### src/mwv_pkg.sv
// Shared types and constants for the march word verifier.
package mwv_pkg;

	// Fixed field widths
	localparam int unsigned WORD_BITS      = 64;
	localparam int unsigned OFFSET_BITS    = 32;
	localparam int unsigned TOTAL_BITS     = 32;
	localparam int unsigned SAMPLE_BITS    = 16;
	localparam int unsigned CFG_DATA_BITS  = 32;
	localparam int unsigned CFG_INDEX_BITS = 8;

	// Configuration register indexes
	localparam logic [CFG_INDEX_BITS-1:0] CFG_WORD_COUNT   = 8'd0;
	localparam logic [CFG_INDEX_BITS-1:0] CFG_MARCH_MODE   = 8'd1;
	localparam logic [CFG_INDEX_BITS-1:0] CFG_DESCENDING   = 8'd2;
	localparam logic [CFG_INDEX_BITS-1:0] CFG_SAMPLE_LIMIT = 8'd3;

	// Reset values of the configuration registers
	localparam logic [31:0]            WORD_COUNT_RST   = 32'd1024;
	localparam logic [SAMPLE_BITS-1:0] SAMPLE_LIMIT_RST = 16'd16;

	// Configuration seen by the datapath
	typedef struct packed {
		logic [31:0]            word_count;
		logic                   march_mode;
		logic                   descending;
		logic [SAMPLE_BITS-1:0] sample_limit;
	} cfg_t;

	// Per-word status from the pass counters
	typedef struct packed {
		logic [OFFSET_BITS-1:0] word_offset;
		logic                   sample_logged;
		logic [TOTAL_BITS-1:0]  error_total;
		logic                   pass_last;
	} pass_status_t;

endpackage

### src/march_word_verifier.sv
// Top level of the march word verifier: input stage, compare and result register.
//
//  channel | signals                                      | direction
//  --------+----------------------------------------------+----------
//  input   | in_valid/in_ready, observed_word, expected_word | in
//  result  | out_valid/out_ready, word_offset .. pass_last | out
//  config  | cfg_valid/cfg_ready, cfg_index, cfg_data     | in
//
// One word per cycle while the result is not stalled; each word passes the input register,
// then the result register, which is loaded with the compare and counter update.
// Reset clears the counters and the valid flags; configuration returns to its defaults.
// A stalled result holds the result register and, once the input register is full,
// drops in_ready; a config write is taken in any cycle and acts on the next word.
module march_word_verifier #(
	parameter int unsigned COUNT_BITS = 32
) (
	input  logic                                 clk,
	input  logic                                 arst_n,
	input  logic                                 in_valid,
	output logic                                 in_ready,
	input  logic [mwv_pkg::WORD_BITS-1:0]        observed_word,
	input  logic [mwv_pkg::WORD_BITS-1:0]        expected_word,
	output logic                                 out_valid,
	input  logic                                 out_ready,
	output logic [mwv_pkg::OFFSET_BITS-1:0]      word_offset,
	output logic                                 mismatch,
	output logic                                 sample_logged,
	output logic [mwv_pkg::WORD_BITS-1:0]        failing_word,
	output logic                                 write_enable,
	output logic [mwv_pkg::WORD_BITS-1:0]        write_data,
	output logic [mwv_pkg::TOTAL_BITS-1:0]       error_total,
	output logic                                 pass_last,
	input  logic                                 cfg_valid,
	output logic                                 cfg_ready,
	input  logic [mwv_pkg::CFG_INDEX_BITS-1:0]   cfg_index,
	input  logic [mwv_pkg::CFG_DATA_BITS-1:0]    cfg_data
);

	mwv_pkg::cfg_t                cfg;
	mwv_pkg::pass_status_t        status;

	logic                         valid_s1;
	logic [mwv_pkg::WORD_BITS-1:0] obs_s1;
	logic [mwv_pkg::WORD_BITS-1:0] exp_s1;
	logic                         valid_s2;
	logic                         miss_s1;
	logic                         advance;
	logic                         step;

	mwv_cfg_regs u_cfg (
		.clk       (clk),
		.arst_n    (arst_n),
		.cfg_valid (cfg_valid),
		.cfg_ready (cfg_ready),
		.cfg_index (cfg_index),
		.cfg_data  (cfg_data),
		.cfg       (cfg)
	);

	// Result register free or being emptied this cycle
	assign advance  = !valid_s2 || out_ready;
	assign step     = valid_s1 && advance;
	assign in_ready = !valid_s1 || advance;
	assign miss_s1  = (obs_s1 != exp_s1);

	mwv_pass_ctrl #(
		.COUNT_BITS (COUNT_BITS)
	) u_pass (
		.clk    (clk),
		.arst_n (arst_n),
		.step   (step),
		.miss   (miss_s1),
		.cfg    (cfg),
		.status (status)
	);

	// Input register
	always_ff @(posedge clk or negedge arst_n) begin
		if (!arst_n) begin
			valid_s1 <= 1'b0;
		end else if (in_ready) begin
			valid_s1 <= in_valid;
		end
	end

	always_ff @(posedge clk) begin
		if (in_ready && in_valid) begin
			obs_s1 <= observed_word;
			exp_s1 <= expected_word;
		end
	end

	// Result register
	always_ff @(posedge clk or negedge arst_n) begin
		if (!arst_n) begin
			valid_s2 <= 1'b0;
		end else if (advance) begin
			valid_s2 <= valid_s1;
		end
	end

	always_ff @(posedge clk) begin
		if (step) begin
			word_offset   <= status.word_offset;
			mismatch      <= miss_s1;
			sample_logged <= status.sample_logged;
			failing_word  <= obs_s1;
			write_enable  <= cfg.march_mode;
			write_data    <= cfg.march_mode ? ~exp_s1 : '0;
			error_total   <= status.error_total;
			pass_last     <= status.pass_last;
		end
	end

	assign out_valid = valid_s2;

endmodule

### src/mwv_cfg_regs.sv
// Configuration register file of the march word verifier.
module mwv_cfg_regs (
	input  logic                                 clk,
	input  logic                                 arst_n,
	input  logic                                 cfg_valid,
	output logic                                 cfg_ready,
	input  logic [mwv_pkg::CFG_INDEX_BITS-1:0]   cfg_index,
	input  logic [mwv_pkg::CFG_DATA_BITS-1:0]    cfg_data,
	output mwv_pkg::cfg_t                        cfg
);

	mwv_pkg::cfg_t cfg_q;

	// Writes are always taken; unknown indexes are dropped
	assign cfg_ready = 1'b1;

	always_ff @(posedge clk or negedge arst_n) begin
		if (!arst_n) begin
			cfg_q.word_count   <= mwv_pkg::WORD_COUNT_RST;
			cfg_q.march_mode   <= 1'b0;
			cfg_q.descending   <= 1'b0;
			cfg_q.sample_limit <= mwv_pkg::SAMPLE_LIMIT_RST;
		end else if (cfg_valid) begin
			case (cfg_index)
				mwv_pkg::CFG_WORD_COUNT: begin
					cfg_q.word_count <= cfg_data[31:0];
				end
				mwv_pkg::CFG_MARCH_MODE: begin
					cfg_q.march_mode <= cfg_data[0];
				end
				mwv_pkg::CFG_DESCENDING: begin
					cfg_q.descending <= cfg_data[0];
				end
				mwv_pkg::CFG_SAMPLE_LIMIT: begin
					cfg_q.sample_limit <= cfg_data[mwv_pkg::SAMPLE_BITS-1:0];
				end
				default: begin
				end
			endcase
		end
	end

	assign cfg = cfg_q;

endmodule

### src/mwv_pass_ctrl.sv
// Pass counters: position, error count and sample count, with offset and end-of-pass.
module mwv_pass_ctrl #(
	parameter int unsigned COUNT_BITS = 32
) (
	input  logic                  clk,
	input  logic                  arst_n,
	input  logic                  step,
	input  logic                  miss,
	input  mwv_pkg::cfg_t         cfg,
	output mwv_pkg::pass_status_t status
);

	// Compare width: wide enough for position+1 and a 32-bit count
	localparam int unsigned EXT_BITS = ((COUNT_BITS > 32) ? COUNT_BITS : 32) + 1;

	logic [COUNT_BITS-1:0]           position_q;
	logic [COUNT_BITS-1:0]           errors_q;
	logic [mwv_pkg::SAMPLE_BITS-1:0] samples_q;

	logic [EXT_BITS-1:0]             count_ext;
	logic [EXT_BITS-1:0]             pos_ext;
	logic [EXT_BITS-1:0]             pos_inc;
	logic [EXT_BITS-1:0]             desc_off;
	logic [EXT_BITS-1:0]             err_ext;
	logic [COUNT_BITS-1:0]           errors_nx;
	logic                            err_full;
	logic                            take_sample;
	logic                            last;

	// A zero count behaves as a count of one
	always_comb begin
		count_ext = EXT_BITS'(cfg.word_count);
		if (cfg.word_count == '0) begin
			count_ext = EXT_BITS'(1);
		end
	end

	assign pos_ext  = EXT_BITS'(position_q);
	assign pos_inc  = pos_ext + EXT_BITS'(1);
	assign desc_off = count_ext - EXT_BITS'(1) - pos_ext;
	assign last     = (pos_inc >= count_ext);

	// Saturating error count, sample flag while under the limit
	assign err_full    = (errors_q == {COUNT_BITS{1'b1}});
	assign errors_nx   = (miss && !err_full) ? errors_q + COUNT_BITS'(1) : errors_q;
	assign err_ext     = EXT_BITS'(errors_nx);
	assign take_sample = miss && (samples_q < cfg.sample_limit);

	always_comb begin
		status.word_offset   = cfg.descending ? desc_off[mwv_pkg::OFFSET_BITS-1:0]
		                                      : pos_ext[mwv_pkg::OFFSET_BITS-1:0];
		status.sample_logged = take_sample;
		status.error_total   = err_ext[mwv_pkg::TOTAL_BITS-1:0];
		status.pass_last     = last;
	end

	// Counters advance on each word; all restart after the last word
	always_ff @(posedge clk or negedge arst_n) begin
		if (!arst_n) begin
			position_q <= '0;
			errors_q   <= '0;
			samples_q  <= '0;
		end else if (step) begin
			if (last) begin
				position_q <= '0;
				errors_q   <= '0;
				samples_q  <= '0;
			end else begin
				position_q <= position_q + COUNT_BITS'(1);
				errors_q   <= errors_nx;
				if (take_sample) begin
					samples_q <= samples_q + mwv_pkg::SAMPLE_BITS'(1);
				end
			end
		end
	end

endmodule

### config.mk
export PLATFORM = sky130hd
export DESIGN_NAME = march_word_verifier
export DESIGN_NICKNAME = d
export VERILOG_FILES = /design/src/mwv_pkg.sv /design/src/march_word_verifier.sv /design/src/mwv_cfg_regs.sv /design/src/mwv_pass_ctrl.sv
export SDC_FILE = /design/constraint.sdc
export NUM_CORES = 1
export LEC_CHECK = 0
export ABC_AREA = 0
export ABC_CLOCK_PERIOD_IN_PS = 8020
export BUFFER_PORTS_ARGS = -buffer_cell sky130_fd_sc_hd__clkbuf_2
export CAP_MARGIN = 30
export CORE_MARGIN = 1.5
export CORE_UTILIZATION = 56
export DETAILED_ROUTE_END_ITERATION = 8
export PLACE_DENSITY = 0.87
export SLEW_MARGIN = 10
export SYNTH_ARGS = -nofsm -noshare
export SYNTH_HDL_FRONTEND = slang
export SYNTH_SLANG_ARGS = --single-unit
### constraint.sdc
create_clock -name clk -period 8.02 [get_ports clk]
set_clock_uncertainty 0.2 [all_clocks]
set_input_delay 0.802 -clock clk [delete_from_list [all_inputs] [get_ports clk]]
set_output_delay 0.802 -clock clk [all_outputs]
set_load 0.01 [all_outputs]
# After elaboration in Yosys (flattened, before gate mapping)
# Cells that the tools add are included.
dict set report totals {
  output_inout_bits 199
  word_cells 57
  ff_bits 456
}
dict set report classes {
  n_reduce_logical 17
  n_addsub 6
  n_eq_ne 5
  muxes 7
  n_bitwise 1
  magnitude_cmp 2
}
# cell n
set ops {}
lappend ops {{32-bit 2-to-1 mux} 5}
lappend ops {{32-bit by 1-bit adder with 32-bit output, second input constant} 2}
lappend ops {{64-bit inequality test} 1}
lappend ops {{64-bit NOT} 1}
lappend ops {{32-bit by 1-bit adder with 33-bit output, second input constant} 1}
lappend ops {{33-bit by 32-bit >= comparator with 1-bit output} 1}
lappend ops {{32-bit == test, second input constant} 1}
lappend ops {{32-bit zero test} 1}
lappend ops {{16-bit 2-to-1 mux} 2}
lappend ops {{32-bit by 1-bit subtractor with 32-bit output, second input constant} 1}
lappend ops {{32-bit subtractor} 1}
lappend ops {{16-bit by 1-bit adder with 16-bit output, second input constant} 1}
lappend ops {{8-bit by 2-bit == test with 1-bit output, second input constant} 2}
lappend ops {{16-bit less-than comparator} 1}
lappend ops {{2-bit AND reduction} 5}
lappend ops {{8-bit by 1-bit == test with 1-bit output, second input constant} 1}
lappend ops {{8-bit zero test} 1}
lappend ops {{1-bit logical AND} 4}
lappend ops {{1-bit zero test} 3}
lappend ops {{1-bit logical OR} 2}
lappend ops {{2-bit nonzero test} 1}

# Logic depth before layout (Yosys ltp)
dict set report logic_depth {
  depth_word 5
  ltp_mapped 18
  depth_no_buf 17
}

# Cells and area by module
# From an unflattened synthesis, not the netlist that was laid out.
dict set report unflattened {
  cells_unflattened 1698
  hier_area_um2 21573.2
}
# module area_per_inst_um2 cells_each seq_area_each_um2 n_inst
set by_module_without_submodules {}
lappend by_module_without_submodules {march_word_verifier 10949.3 488 9779.4 1}
lappend by_module_without_submodules {mwv_pass_ctrl 8515.7 1097 2001.9 1}
lappend by_module_without_submodules {mwv_cfg_regs 2108.3 113 1253.7 1}

# Worst setup path before layout
# No wires, ideal clock.
dict set report synth_timing {
  path_kind {input to register}
  start {in out_ready}
  end {reg u_pass.position_q[18]}
  path_slack_ns 0.320
  setup_ns 0.409
  path_stages 6
  arrival_time_ns 7.090
  n_path_buf 2
  path_cell_list {nand2b_1 > nand2_1 > inv_1 > clkbuf_1 > clkbuf_1 > o21ai_0}
}
dict set report synth_via {
  elab_chain_len 2
}
# element line_no
set synth_rtl {}
lappend synth_rtl {{start, declared} march_word_verifier.sv:24} ;# input logic out_ready,
lappend synth_rtl {{1-bit logical OR} march_word_verifier.sv:61} ;# assign advance = !valid_s2 || out_ready;
lappend synth_rtl {{1-bit logical AND} march_word_verifier.sv:62} ;# assign step = valid_s1 && advance;
lappend synth_rtl {{named net step} march_word_verifier.sv:48} ;# logic step;
lappend synth_rtl {{end signal, assigned} mwv_pass_ctrl.sv:69} ;# position_q <= position_q + COUNT_BITS'(1);
lappend synth_rtl {{end, declared} mwv_pass_ctrl.sv:16} ;# logic [COUNT_BITS-1:0] position_q;
# The timed path passes the listed nets, and every way through them passes these cells.
# A chain may end at the register's enable or synchronous reset.

# Worst setup path after layout
dict set report layout_timing {
  start {reg u_pass.position_q[1]}
  end {reg u_pass.samples_q[1] (netlist name)}
}
dict set report layout_via {
  elab_chain_len 4
  word_cells_on_any_way 5
  cone_classes {1 x add/sub; 1 x order compare; 1 x mux; 2 x reduce/logical}
}
# element line_no
set layout_rtl {}
lappend layout_rtl {{32-bit by 1-bit adder with 33-bit output (*)} mwv_pass_ctrl.sv:39} ;# assign pos_inc = pos_ext + EXT_BITS'(1);
lappend layout_rtl {{33-bit by 32-bit >= comparator with 1-bit output (*)} mwv_pass_ctrl.sv:41} ;# assign last = (pos_inc >= count_ext);
lappend layout_rtl {{2-bit nonzero test (no source line)} n/a}
lappend layout_rtl {{2-bit AND reduction (no source line)} n/a}
lappend layout_rtl {{end signal, assigned} mwv_pass_ctrl.sv:72} ;# samples_q <= samples_q + mwv_pkg::SAMPLE_BITS'(1);
lappend layout_rtl {{end, declared} mwv_pass_ctrl.sv:18} ;# logic [mwv_pkg::SAMPLE_BITS-1:0] samples_q;
# Mark *: on every way between the ends. The rest lies on a longest branch, timed or not.

==> results by stage <==
Synth:
- The commonest cells after synthesis are edfxtp_1, dfrtp_1, o21ai_0, inv_1, xnor2_1.
- The mapped netlist covers 21120 µm².
- The biggest area consumer among synthesized cells is edfxtp_1.
- Synthesis handed over a netlist of between 1500 and 2000 instances.
- After synthesis the netlist holds a flip-flop and latch count of 456.
- The leading cell type by number of instances after synthesis is edfxtp_1.
- The number of flops mapped to enable cells by yosys is 324.
- Sorting the synthesized cells by area gives the leading types as edfxtp_1, dfrtp_1, xnor2_1.
- In the synthesized netlist the async set-or-reset flop fraction comes to 28.95%.
- Synthesis instantiated 75 different standard cells from the library.
- Synthesis produced a netlist with a net count of 1996.
- Summed over its instances, the top area cell type makes up 46.06% of the synthesized netlist area.
- The most instantiated flip-flop cell in the synthesis netlist is edfxtp_1.
- The sequential element share of the synthesized area is 61.71%.
- For this run, the number of Yosys warnings is 0.
- The average instance in the mapped netlist occupies 12.13 µm².

Timing:
- The final critical-path share of the clock period is 66.86%.
- The highest clock frequency the design can meet is 186.5 MHz.
- The worst path in the final design needs a cycle of 5.362 ns, including I/O delays and setup.
- The headroom to the max-slew limit is approximately two fifths.
- The setup TNS is 0 ns.
- The number of hold-slack violations in the final timing report came to 0.
- In the post-route analysis, the smallest setup slack over all paths is 2.658 ns.
- Setup repair after global routing left no endpoint under its margin.
- The number of max-slew violations in the final report is 0.
- At the pin with the least slew margin, the transition time is roughly 0.92 ns.
- Setup violations remaining at the end of the flow were counted as 0.

Routing:
- Dividing the detail-routed wire length by the instance count gives approximately 21 µm.
- The via count is 15360.
- The remaining antenna violation count is 0.
- Dividing the detail-routed via count by the number of cells gives 5.837.
- The total wirelength of the detailed-routed design is roughly 56000 µm.
- For this run, design rule violations remaining after detail routing come to 0.
- In this run, the number of DRC markers left after iteration 0 of detailed routing was 1359.
- The count of TritonRoute iterations in the first routing pass is 5.

Floorplan:
- The cell row count is 70.
- The area of the core is roughly 37000 µm².
- The die is 197.2 µm tall.
- The initial cell density of the core is 57.29%.
- The die covers 38890 µm².
- The number of top-level pins is 372.
- The die is 197.2 µm wide.

Clock network:
- The number of H-tree levels is 2.
- The longest clock path from root to sink contains 3 buffers.
- The clock-pin slew on the worst setup and hold paths is 0.06 ns.
- The number of buffers created by CTS is 47.
- The root buffer cell is clkbuf_16.
- In this run, post-CTS repair resized a total of 0 instances.
- The clock latency at the later pin of the worst-skew pair is 0.59 ns.
- Clock tree synthesis found a total of 456 sinks.
- Post-CTS timing repair inserted 0 buffers for setup.
- The CTS tree is yes.
- For this design, the CTS-stage hold fixing added 0 buffers.

Finish:
- The count of nets after finishing is 2340.
- The share of the core filled with cells in the final layout is about two thirds.
- Compared with the post-synthesis result, the final layout area differs by 18.04%.
- The fraction of layout cells with a size suffix above 1 is 23.07%.
- The finished cells cover 24930 µm².
- The layout has 2585 filler cells.

Global routing:
- The number of global-route vias before repair is 15310.
- Global routing finished with a remaining overflow of 0.
- The initial antenna violation count came to 7.
- The overall track demand over capacity in global routing is 28.86%.
- The global-route wire length before repair is about 86000 µm.
- Entering global routing, the biggest net connects 110 pins.

Setup path:
- Together, buffers and inverters on the worst path number 1.
- The slowest stage of the critical path is the nor3_1 cell.
- In this run the worst path has a maximum fanout of 55.
- The endpoint required time on the critical path is 8.30 ns.
- The startpoint identified for the worst register-to-register timing path is u_pass.position_q[1].
- The worst register-to-register path ends at u_pass.samples_q[1].
- The worst register-to-register path has a setup slack of 2.66 ns.
- Data on the critical path arrives at its endpoint at 5.64 ns.
- The most critical setup path has its startpoint at u_pass.position_q[1].
- The cell type with the highest occurrence count on the critical path is nor3_1.
- The worst register-to-register path has a depth of 17.
- The family of cells with the greatest summed delay on the critical path is simple AND/OR/NAND/NOR gates.
- The critical path goes through ha_1 > and3_1 > nand2_1 > nor3_1 > nand3_1 > nor3_1 > xnor2_1 > ha_1 > nand4_1 > nor3_1 > a221o_1 > a31oi_1 > o211a_1 > and2_2 > buf_4 > nand3_1 > o22ai_1.
- The worst stage delay on the critical path is 0.54 ns.
- The nature of the critical path endpoint is a flop.
- The worst setup path is launched from a flop.
- The category of the critical setup timing path is flop to flop.

Pwr:
- The static leakage is 10.18 nW.
- Summing internal, switching and leakage power gives 0.006893 W.
- Dividing total power by cell area gives a power density of 276.4 nW/µm².
- The share of power burned in registers is between 40% and 50%.
- Across the VDD grid, the largest voltage drop is 0.1871 mV.
- The switching portion of total power is a little under a third.
- The analysis attributes to net switching a power of roughly 0.0022 W.
- In this run, the combinational gates consume 24.0% of the power.
- The cell internal power dissipation is approximately 0.0047 W.
- The clock network fraction of total power is 30.5%.

Placement:
- Once placement finished, the instance area stood at 23410 µm².
- The worst setup slack after placement is 2.831 ns.
- During placement, the flow inserted port buffers numbering 370.
- Once detailed placement completed, the half-perimeter wirelength came to 40250 µm.
- The final weighted congestion in routability-driven placement is 0.9148.

Status:
- The run finished with clean final reports.

Flow run:
- The tool flagged a number of max-cap violations equal to 0.

Min path:
- The path class of the tightest hold or removal check is input port to async pin.
-- how the worst max path moves through the flow --
stage | depth (start not counted) | slack [ns] | endpoint
after floorplan | 6 | 0.32 | u_pass.position_q[18]
after global placement | 17 | 3.06 | u_pass.samples_q[1]
after detailed placement | 17 | 2.83 | u_pass.samples_q[1]
after CTS | 17 | 2.79 | u_pass.samples_q[1]
after global routing | 17 | 2.37 | u_pass.errors_q[11]
final | 17 | 2.66 | u_pass.samples_q[1]
-- cell families (layout without fill, tap and decap cells) --
kind of cell	after synthesis	count (layout)	share of synthesized area (%)
buffers and inverters	211	594	3.868
DFF	456	456	61.71
xor gates and xnor gates	141	141	5.846
muxes	29	29	1.499
adders and majority gates	82	82	4.893
and+or+nand+nor	492	492	12.67
other	1	5	0.01775
AOI/OAI and AO/OA	329	329	9.495
-- layer usage --
metal	part of all wire (%)	vias up	track usage, %
met5	0.074	-	0
met4	4.7	6	14.50
met3	9.1	148	6.454
met2	49	714	48.29
met1	38	7500	35.31
li1	-	6996	-
-- flip-flops by register name, summed over array words and instances, names as in the netlist, 16 cells and up --
register / count
error_total: 32
exp_s1: 64
failing_word: 64
obs_s1: 64
u_cfg.cfg: 50
u_pass.errors_q: 32
u_pass.position_q: 32
u_pass.samples_q: 16
word_offset: 32
write_data: 64
-- area by class of cell --
type                    instances  area [µm²]  share of cell area (%)
clock buffers                  65        1295                   5.194
clock inverters                23       193.9                  0.7778
repair buffers                383        2012                   8.069
well taps                     504       630.6                   2.529
inverters                     123       469.2                   1.882
diodes                          4       10.01                 0.04014
flip-flops and latches        456       13040                   52.28
multi-input cells            1074        7287                   29.23
-- worst reg2reg max path, delay by kind of cell (launching register included) --
family	cells	cell delay [ns]
adder cells (fa/ha/maj)	2	0.58
buffers and inverters	1	0.53
AO/OA/AOI/OAI	4	0.97
AND/OR/NAND/NOR	9	2.32
flip-flops	1	0.47
XOR/XNOR	1	0.18
-- placed cells by master, fill, tap and decap left out, types with 6 or more instances in the layout --
cell | Yosys | layout
o21ai_0 | 128 | 128
o211ai_1 | 6 | 6
and3_1 | 20 | 20
edfxtp_1 | 324 | 324
a21o_1 | 25 | 25
clkinv_1 | 1 | 12
o21a_1 | 8 | 8
nor3_1 | 20 | 20
clkbuf_2 | 1 | 369
xnor2_1 | 121 | 121
nor4_1 | 32 | 32
nor3b_1 | 9 | 9
nor2b_1 | 71 | 71
clkbuf_1 | 71 | 14
a21oi_1 | 73 | 73
o31ai_1 | 7 | 7
buf_4 | 2 | 11
nand3b_1 | 9 | 9
dfrtp_1 | 130 | 129
nand3_1 | 56 | 56
o21bai_1 | 9 | 9
or3_1 | 26 | 26
mux2i_1 | 8 | 8
clkbuf_16 | 0 | 48
a211oi_1 | 8 | 8
nor2_1 | 46 | 46
clkinv_2 | 0 | 7
a221o_1 | 6 | 6
nand4_1 | 38 | 38
and4_1 | 6 | 6
inv_1 | 122 | 121
xor2_1 | 20 | 20
nand2_1 | 120 | 120
ha_1 | 81 | 81
mux2_2 | 21 | 21
and2_1 | 12 | 10
a22o_1 | 9 | 9
o22ai_1 | 18 | 18
-- power groups by stage --
stage	logic, W	clock network, W	registers, W
floorplan	0.00107	0	0.00317
global placement	0.00155	0	0.00315
detailed placement	0.00161	0	0.00317
CTS	0.00163	0.00213	0.00313
global route	0.00183	0.00223	0.00317
finish	0.00165	0.00210	0.00313
-- through the flow --
stage          hold slack, ns  cells
6_report              0.07274   2632
5_1_grt                0.1100   2631
4_1_cts               0.06899   2627
3_5_place_dp           0.2579   2539
3_3_place_gp           0.2516   2537
2_1_floorplan          0.2429   1741
Power figures use the tool's default switching activity.
